## src/design/linear_probe_hash_table_core_assert.svh

```systemverilog
// assertion macros for the linear-probe hash table core
// used by the controller; no other dependencies
`ifndef LINEAR_PROBE_HASH_TABLE_CORE_ASSERT_SVH
`define LINEAR_PROBE_HASH_TABLE_CORE_ASSERT_SVH
`ifndef SYNTH
// plain property, sampled on the rising clock, off while reset is low
`define LPHT_ASSERT(label, clk, rst_n, prop) \
    label: assert property (@(posedge clk) disable iff (!rst_n) prop) \
        else $error("lpht assertion failed");
// consequent checked in the cycle after the antecedent
`define LPHT_ASSERT_NEXT(label, clk, rst_n, ante, cons) \
    label: assert property (@(posedge clk) disable iff (!rst_n) (ante) |=> (cons)) \
        else $error("lpht assertion failed");
`else
`define LPHT_ASSERT(label, clk, rst_n, prop)
`define LPHT_ASSERT_NEXT(label, clk, rst_n, ante, cons)
`endif
`endif

```

## src/design/lpht_pkg.sv

```systemverilog
// shared types and constants of the linear-probe hash table core
// no dependencies
`timescale 1ns / 1ps
`default_nettype none

package lpht_pkg;

    // default sizes
    localparam int TABLE_SLOTS_DEF = 1024;
    localparam int KEY_BITS_DEF    = 31;
    // table_size register value after reset
    localparam int TABLE_SIZE_RST  = 1024;

    // operation kind carried in the input tuser
    typedef enum logic {
        MODE_INSERT = 1'b0,
        MODE_SEARCH = 1'b1
    } t_mode;

    // result kind carried in the output tuser
    typedef enum logic [1:0] {
        ST_INSERTED  = 2'd0,
        ST_FULL      = 2'd1,
        ST_FOUND     = 2'd2,
        ST_NOT_FOUND = 2'd3
    } t_status;

    // controller to datapath
    typedef struct packed {
        logic clr_wr;    // clear one table entry
        logic load;      // capture an input transaction
        logic div_step;  // one remainder bit
        logic rd;        // read the probed slot
        logic chk;       // evaluate the probed slot
        logic out_load;  // move the result into the output register
    } t_cmd;

    // datapath to controller
    typedef struct packed {
        logic clr_last;  // last entry of the clearing pass
        logic div_last;  // last remainder bit
        logic chk_stop;  // probe run finished
    } t_stat;

endpackage

`default_nettype wire

```

## src/design/lpht_ctrl.sv

```systemverilog
// controller state machine of the linear-probe hash table core
// depends on lpht_pkg and linear_probe_hash_table_core_assert.svh
`timescale 1ns / 1ps
`default_nettype none
`include "linear_probe_hash_table_core_assert.svh"

module lpht_ctrl (
    input  wire logic             i_clk,
    input  wire logic             i_rst_n,
    input  wire logic             i_s_valid,
    output logic                  o_s_ready,
    output logic                  o_m_valid,
    input  wire logic             i_m_ready,
    output lpht_pkg::t_cmd        o_cmd,
    input  wire lpht_pkg::t_stat  i_stat
);

    typedef enum logic [5:0] {
        S_CLEAR = 6'b000001,
        S_IDLE  = 6'b000010,
        S_DIV   = 6'b000100,
        S_RD    = 6'b001000,
        S_CHK   = 6'b010000,
        S_DONE  = 6'b100000
    } t_state;

    t_state r_state;
    t_state n_state;
    logic   r_m_valid;
    logic   n_m_valid;
    logic   out_free;

    assign out_free = !r_m_valid || i_m_ready;

    always_comb begin
        n_state   = r_state;
        o_cmd     = '0;
        o_s_ready = 1'b0;
        unique case (r_state)
            S_CLEAR: begin
                o_cmd.clr_wr = 1'b1;
                if (i_stat.clr_last) begin
                    n_state = S_IDLE;
                end
            end
            S_IDLE: begin
                o_s_ready = 1'b1;
                if (i_s_valid) begin
                    o_cmd.load = 1'b1;
                    n_state    = S_DIV;
                end
            end
            S_DIV: begin
                o_cmd.div_step = 1'b1;
                if (i_stat.div_last) begin
                    n_state = S_RD;
                end
            end
            S_RD: begin
                o_cmd.rd = 1'b1;
                n_state  = S_CHK;
            end
            S_CHK: begin
                o_cmd.chk = 1'b1;
                n_state   = i_stat.chk_stop ? S_DONE : S_RD;
            end
            S_DONE: begin
                if (out_free) begin
                    o_cmd.out_load = 1'b1;
                    n_state        = S_IDLE;
                end
            end
            default: begin
                n_state = S_CLEAR;
            end
        endcase
    end

    always_comb begin
        priority if (o_cmd.out_load) begin
            n_m_valid = 1'b1;
        end else if (i_m_ready) begin
            n_m_valid = 1'b0;
        end else begin
            n_m_valid = r_m_valid;
        end
    end

    always_ff @(posedge i_clk) begin
        if (!i_rst_n) begin
            r_state   <= S_CLEAR;
            r_m_valid <= 1'b0;
        end else begin
            r_state   <= n_state;
            r_m_valid <= n_m_valid;
        end
    end

    assign o_m_valid = r_m_valid;

    // a taken input closes the input side at once
    `LPHT_ASSERT_NEXT(a_busy_after_accept, i_clk, i_rst_n, i_s_valid && o_s_ready, !o_s_ready)
    // a result never overwrites one still waiting
    `LPHT_ASSERT(a_no_overwrite, i_clk, i_rst_n, o_cmd.out_load |-> out_free)
    // every read is followed by its check
    `LPHT_ASSERT_NEXT(a_rd_then_chk, i_clk, i_rst_n, r_state == S_RD, r_state == S_CHK)
    // output valid only rises out of the done state
    `LPHT_ASSERT(a_valid_from_done, i_clk, i_rst_n, $rose(r_m_valid) |-> $past(r_state == S_DONE))

endmodule

`default_nettype wire

```

## config.mk

```make
export PLATFORM = sky130hd
export DESIGN_NAME = lpht_ctrl
export DESIGN_NICKNAME = d
export VERILOG_FILES = /design/src/design/lpht_pkg.sv /design/src/design/lpht_ctrl.sv
export VERILOG_INCLUDE_DIRS = /design/src /design/src/design
export SDC_FILE = /design/constraint.sdc
export NUM_CORES = 1
export LEC_CHECK = 0
export BUFFER_PORTS_ARGS = -buffer_cell sky130_fd_sc_hd__buf_2
export CAP_MARGIN = 10
export CORE_AREA = 2 2 39 41
export DETAILED_ROUTE_END_ITERATION = 6
export DIE_AREA = 0 0 41 43
export HOLD_SLACK_MARGIN = 0.03
export PLACE_DENSITY = 0.58
export REMOVE_ABC_BUFFERS = 1
export SLEW_MARGIN = 25
export SYNTH_ARGS = -nofsm -noshare
export SYNTH_HDL_FRONTEND = slang
export SYNTH_SLANG_ARGS = --single-unit
```

## constraint.sdc

```tcl
create_clock -name i_clk -period 1.7 [get_ports i_clk]
set_input_delay 0.34 -clock i_clk [delete_from_list [all_inputs] [get_ports i_clk]]
set_output_delay 0.34 -clock i_clk [all_outputs]
set_load 0.01 [all_outputs]
```

==> metrics, run 1 <==
post-detailed-route via-to-cell ratio 5.04; Placed Cells 78; vias after detailed routing 459; All-Layer GR Usage 0.147; area of the die 1760 um2; initial core utilization 0.291; end of the worst register-to-register path r_state[3]$_SDFFE_PN0P_; reg-to-reg setup timing slack 250 ps; die span in x 41 um; I/O pin cnt 15; Netlist Area Pre-Place 403 um2; Worst Setup Slack, final 13.5 ps; root buffer cell sky130_fd_sc_hd__clkbuf_4; post-layout net count 83; latest clock arrival within the worst-skew pair 250 ps; footprint of the multi-input gates 253 um2; final worst clock skew 4.58 ps; via count of the first global-routing pass 379; kind of start point of the critical path flip-flop; crit path max fanout 5; count of inserted antenna diode cells 0; relative slew slack 0.798; Core Area 1380 um2; Min-Delay Endpoint r_state[0]$_SDFFE_PN1P_; htree depth 1; pre-CTS WS 192 ps; maximum vdd ir drop 275 uV; CTS buffer count 3; final period demand of the worst path 1690 ps; clock-pin slew reported for the worst setup and hold paths after clock tree synthesis 60 ps; Std-Cell Rows 14; Period Utilization, post-route 0.992; clock sink count 7; Power Dens Cells 621 nW/um2; antenna violation net count after detailed routing 0; global route overflow 0; Filler Cells Inserted 131; routability congestion estimate from global placement 0.705; number of endpoints failing setup at the final stage 0; number of library cell types mapped by synthesis 29; HPWL after DPL 712 um; kind of capture point of the worst setup path output pin; area used by sequential logic in the layout 153 um2; MaxCap Viol Count 0; setup repair after global routing missed its margin true; CP arrival 1350 ps; Min-Delay Startpoint i_rst_n; FF+latch count, synth 7; outcome finished clean; number of antenna violations at the first check in global routing 0; maximum number of pins on one net before global-route repair 8; Syn Area/Cell 8.22 um2; clock tree from TritonCTS built; Buffers on Ports 14; non-filler cells, final 91; worst hold stages 2; peak clock frequency supported by timing 593 MHz; Syn-to-layout area delta 56.8%; synthesized instance count 49; leak pwr 0.325 nW; DRC Markers 0; DR iter-0 viols 13; die span in y 43 um; first-pass GRT wire length 1680 um; pins over their slew limit 0; most common cell after layout, fill and taps aside sky130_fd_sc_hd__buf_2; transition at the pin with the smallest max-transition slack 300 ps; Yosys warnings 0; Total Wirelength 1140 um; final hold violations 0; power consumption 0.000393 W; Required @ worst endpoint 1360 ps; Layout Cell Area excl Fill 632 um2; proportion of layout cells with a drive suffix above 1 0.480; first-pass detailed-route iteration total 4; buffer levels on the longest clock path 2; Placed Area 485 um2; worst min-delay path category in2reg; most frequent cells in the layout sky130_fd_sc_hd__buf_2, sky130_fd_sc_hd__buf_4, sky130_fd_sc_hd__inv_1; worst reg2reg startpoint r_state[3]$_SDFFE_PN0P_; sequential element share of the synthesized area 0.348; WS Path Type reg2out; wire length per cell after detailed routing 12.5 um; worst reg-to-reg path cell count 6
## cells by family (layout without fill, tap and decap cells)
group | Yosys count | count (layout) | share of synthesized area
XOR/XNOR | 1 | 1 | 0.0217
AND/OR/NAND/NOR | 25 | 25 | 0.398
AO/OA/AOI/OAI | 8 | 8 | 0.149
flip-flops | 7 | 7 | 0.348
buffers and inverters | 8 | 34 | 0.0838
## sequential cells by signal (all words and copies together) (netlist names)
name,count
o_m_valid,1
r_state,6
## metrics by stage
step | hold WS [ps] | TNS, ps | utilization
3_5_place_dp | 562 | 0 | 0.351
3_3_place_gp | 562 | 0 | 0.351
4_1_cts | 338 | 0 | 0.382
2_1_floorplan | 419 | 0 | -
5_1_grt | 332 | -118 | 0.457
6_report | 339 | 0 | 0.457
## report_power, final
group	switching, W	internal, W
clock	0.0000659	0.0000899
combinational	0.0000293	0.0000328
sequential	0.00000910	0.000166
total	0.000104	0.000288
## layout make-up
cell class | instances | area share
Clock buffer | 4 | 0.0416
Inverter | 7 | 0.0416
Multi-Input combinational cell | 34 | 0.400
Sequential cell | 7 | 0.242
Tap cell | 16 | 0.0317
Timing Repair Buffer | 23 | 0.244
## what timing repair did
item,CTS,global route
gates resized for setup,3,11
endpoints found under the setup margin,1,4
pin swaps,2,5
setup buffers,1,8
hold buffers,0,0
cloned,0,0
## per-layer routing
| metal | global-route usage | wire length (um) | part of all wire | vias up |
|---|---|---|---|---|
| met3 | 0.0314 | 37 | 0.033 | 5 |
| met5 | 0 | 0 | 0 | - |
| met4 | 0.100 | 38 | 0.033 | 0 |
| li1 | - | - | - | 220 |
| met1 | 0.188 | 437 | 0.38 | 219 |
| met2 | 0.209 | 624 | 0.55 | 15 |
## how the worst max path moves through the flow
stage | end | depth (start not counted) | slack, ps | startpoint
final | o_cmd[4] | 5 | 10 | r_state[3]$_SDFFE_PN0P_
after global routing | o_cmd[4] | 5 | -70 | r_state[3]$_SDFFE_PN0P_
after CTS | o_cmd[0] | 3 | 10 | r_state[1]$_SDFFE_PN0P_
after detailed placement | o_cmd[4] | 5 | 190 | r_state[3]$_SDFFE_PN0P_
after global placement | o_cmd[4] | 5 | 190 | r_state[3]$_SDFFE_PN0P_
after floorplan | o_cmd[4] | 4 | 350 | r_state[2]$_SDFFE_PN0P_
## Yosys cell counts
library cell                n  area share
sky130_fd_sc_hd__dfxtp_1    7        0.35
sky130_fd_sc_hd__inv_1      6       0.056
sky130_fd_sc_hd__nor2_1     5       0.047
sky130_fd_sc_hd__nor2b_1    3       0.047
sky130_fd_sc_hd__a2bb2oi_1  2       0.043
sky130_fd_sc_hd__and2_1     2       0.031
sky130_fd_sc_hd__nand2_1    2       0.019
sky130_fd_sc_hd__a21boi_0   1       0.019
sky130_fd_sc_hd__a22oi_1    1       0.019
sky130_fd_sc_hd__and2_4     1       0.022
sky130_fd_sc_hd__and2b_2    1       0.022
sky130_fd_sc_hd__and3_1     1       0.016
sky130_fd_sc_hd__and4b_1    1       0.025
sky130_fd_sc_hd__buf_4      1       0.019
sky130_fd_sc_hd__inv_2      1      0.0093
sky130_fd_sc_hd__nand2b_1   1       0.016
sky130_fd_sc_hd__nand3_1    1       0.012
sky130_fd_sc_hd__nand3b_1   1       0.019
sky130_fd_sc_hd__nand4_1    1       0.016
sky130_fd_sc_hd__nand4b_1   1       0.022
sky130_fd_sc_hd__nor3_2     1       0.025
sky130_fd_sc_hd__nor4_1     1       0.016
sky130_fd_sc_hd__nor4_2     1       0.031
sky130_fd_sc_hd__o21a_1     1       0.019
sky130_fd_sc_hd__o21ai_0    1       0.012
sky130_fd_sc_hd__o221ai_1   1       0.022
sky130_fd_sc_hd__o22ai_1    1       0.016
sky130_fd_sc_hd__or3_1      1       0.016
sky130_fd_sc_hd__xnor2_1    1       0.022
## critical path, stage by stage (launching register included)
cell	delay [ps]
sky130_fd_sc_hd__dfxtp_4	370
sky130_fd_sc_hd__nor4_4	260
sky130_fd_sc_hd__nand3b_1	160
sky130_fd_sc_hd__inv_2	80
sky130_fd_sc_hd__and2_4	140
sky130_fd_sc_hd__buf_6	90
(Power assumes the default switching activity.)
==> inputs of run 2 (changes only) <==
--- a/config.mk
+++ b/config.mk
@@ -6,13 +6,14 @@
 export SDC_FILE = /design/constraint.sdc
 export NUM_CORES = 1
 export LEC_CHECK = 0
+export ABC_AREA = 1
 export BUFFER_PORTS_ARGS = -buffer_cell sky130_fd_sc_hd__buf_2
 export CAP_MARGIN = 10
-export CORE_AREA = 2 2 39 41
+export CORE_MARGIN = 2
+export CORE_UTILIZATION = 33
 export DETAILED_ROUTE_END_ITERATION = 6
-export DIE_AREA = 0 0 41 43
 export HOLD_SLACK_MARGIN = 0.03
-export PLACE_DENSITY = 0.58
+export PLACE_DENSITY = 0.61
 export REMOVE_ABC_BUFFERS = 1
 export SLEW_MARGIN = 25
 export SYNTH_ARGS = -nofsm -noshare
==> metrics, run 2 <==
CTS buffer count 3; main combinational cell family by area after synthesis simple AND/OR/NAND/NOR gates; Synth Area in Simple Gates 0.467; Core Area 1250 um2; Global Route met2 Usage 0.242; htree depth 1; Required @ worst endpoint 1360 ps; leak pwr 0.328 nW; compound-cell area share of the yosys netlist 0.0348; main flop type after synthesis sky130_fd_sc_hd__dfxtp_1; sequential element share of the synthesized area 0.325; initial core utilization 0.345; aggregate negative setup slack 0 ps; Period Utilization, post-route 0.938; Worst Setup Slack, final 106 ps; pre-CTS WS 361 ps; cells traversed along the worst timing path inv_1, nand2_1, nor2_4, nand2_1, nor2_2, buf_2; leading post-synthesis cells by cell area sky130_fd_sc_hd__dfxtp_1, sky130_fd_sc_hd__inv_1, sky130_fd_sc_hd__nor2_1; clock sink count 7; die span in x 40.2 um; via count of the first global-routing pass 429; final period demand of the worst path 1590 ps; Slowest cell on crit path sky130_fd_sc_hd__dfxtp_1; Buffers on Ports 14; proportion of layout cells with a drive suffix above 1 0.349; number of flops mapped to enable cells by yosys 0; transition at the pin with the smallest max-transition slack 278 ps; Commonest cells post-synth sky130_fd_sc_hd__inv_1, sky130_fd_sc_hd__nor2_1, sky130_fd_sc_hd__nand2_1, sky130_fd_sc_hd__dfxtp_1; synthesized instance count 69; WS Path Type reg2out; routability congestion estimate from global placement 0.851; Most Frequent Cell on Critical Path sky130_fd_sc_hd__nand2_1; largest incremental delay on the critical path 340 ps; hold bufs inserted after CTS 0; post-CTS setup buffers 0; root buffer cell sky130_fd_sc_hd__clkbuf_4; worst min-delay path category in2reg; post-layout net count 94; pins over their slew limit 0; most frequent cells in the layout sky130_fd_sc_hd__inv_1, sky130_fd_sc_hd__buf_2, sky130_fd_sc_hd__nor2_1; peak clock frequency supported by timing 627 MHz; Largest delay share family, worst path simple AND/OR/NAND/NOR gates; number of endpoints failing setup at the final stage 0; CP arrival 1250 ps; Total Wirelength 969 um; vias after detailed routing 452; GR met1 Demand/Resource 0.188; All-Layer GR Usage 0.158; Synth top area share 0.325; post-detailed-route via-to-cell ratio 4.48; post-synthesis mux area share 0; relative slew slack 0.814; wire length per cell after detailed routing 9.59 um; clock tree from TritonCTS built; Syn Area/Cell 6.26 um2; DR iter-0 viols 13; Yosys warnings 0; count of inserted antenna diode cells 0; global route overflow 0; crit path max fanout 4; cell type with the highest aggregate area in the netlist sky130_fd_sc_hd__dfxtp_1; kind of start point of the critical path flip-flop; ys async rst share 0; die span in y 40.2 um; number of antenna violations at the first check in global routing 0; area share of fa/ha/maj cells after synthesis 0; grt met3 use 0.0667; maximum vdd ir drop 382 uV; cell with the most instances after synthesis sky130_fd_sc_hd__inv_1; final hold violations 0; FF+latch count, synth 7; MaxCap Viol Count 0; HPWL after DPL 774 um; Fin Hold WS 320 ps; clock-pin slew reported for the worst setup and hold paths after clock tree synthesis 50 ps; Std-Cell Rows 13; kind of capture point of the worst setup path output pin; max FFs per register 6; final worst clock skew 1.96 ps; Power Dens Cells 951 nW/um2; number of library cell types mapped by synthesis 14; I/O pin cnt 15; cells resized by post-CTS repair 0; outcome finished clean; count of buffer and inverter cells on the critical path 2; buffer levels on the longest clock path 2; first-pass detailed-route iteration total 4; Netlist Area Pre-Place 432 um2; maximum number of pins on one net before global-route repair 8; Filler Cells Inserted 129; register with the highest flop count r_state; most common cell after layout, fill and taps aside sky130_fd_sc_hd__inv_1; first-pass GRT wire length 1650 um; area of the die 1610 um2; latest clock arrival within the worst-skew pair 250 ps; busiest metal layer after global routing met2; Syn-to-layout area delta 29.0%; antenna violation net count after detailed routing 0; post-synthesis share of cell area spent on xor and xnor gates 0; DRC Markers 0
-- run 2: cell families after synthesis --
logic type | after synthesis
AOI/OAI and AO/OA | 3
buffers and inverters | 19
DFF | 7
and+or+nand+nor | 40
-- run 2: stage by stage --
step	cell area (um2)	std cells	util	power, W
floorplan	424	68	-	0.000325
global placement	513	97	0.410	0.000372
detailed placement	513	97	0.410	0.000375
CTS	539	101	0.431	0.000529
global route	557	101	0.445	0.000577
finish	557	101	0.445	0.000530
-- run 2: routing by layer --
metal | share of wire | vias to the layer above | wire, um
li1 | - | 243 | -
met1 | 0.48 | 198 | 461
met2 | 0.45 | 11 | 437
met3 | 0.072 | 0 | 70
met4 | 0 | 0 | 0
met5 | 0 | - | 0
-- run 2: final cells by class --
type	count	area, um2	share of cell area
Sequential cell	7	140	0.252
Clock buffer	4	26.3	0.0472
Multi-Input combinational cell	43	234	0.420
Tap cell	15	18.8	0.0337
Inverter	18	67.6	0.121
Timing Repair Buffer	14	70.1	0.126
-- run 2: worst register-to-register path: stages (launching register included) --
cell	delay, ps
sky130_fd_sc_hd__dfxtp_1	380
sky130_fd_sc_hd__inv_1	60
sky130_fd_sc_hd__nand2_1	110
sky130_fd_sc_hd__nor2_4	60
sky130_fd_sc_hd__nand3_2	70
sky130_fd_sc_hd__nand2_2	50
sky130_fd_sc_hd__nor2_2	160
sky130_fd_sc_hd__nand2_1	70
sky130_fd_sc_hd__nand2_1	70
sky130_fd_sc_hd__nor2_2	30
-- run 2: report_power, final --
group          total [W]  internal, W  leakage [nW]  switching, W
combinational   0.000181    0.0000666         0.256      0.000115
clock           0.000152    0.0000897        0.0150     0.0000625
sequential      0.000196     0.000181        0.0570     0.0000145
total           0.000530     0.000338         0.328      0.000192
-- run 2: path summary, 6_finish.rpt --
kind / slack, ps / depth (start not counted) / from / end
max: 110 / 6 / r_state[3]$_SDFFE_PN0P_ / o_cmd[0]
min: 320 / 2 / i_rst_n / r_state[0]$_SDFFE_PN1P_
max reg2reg: 520 / 9 / r_state[3]$_SDFFE_PN0P_ / r_state[1]$_SDFFE_PN0P_
min reg2reg: 550 / 2 / r_state[1]$_SDFFE_PN0P_ / r_state[1]$_SDFFE_PN0P_
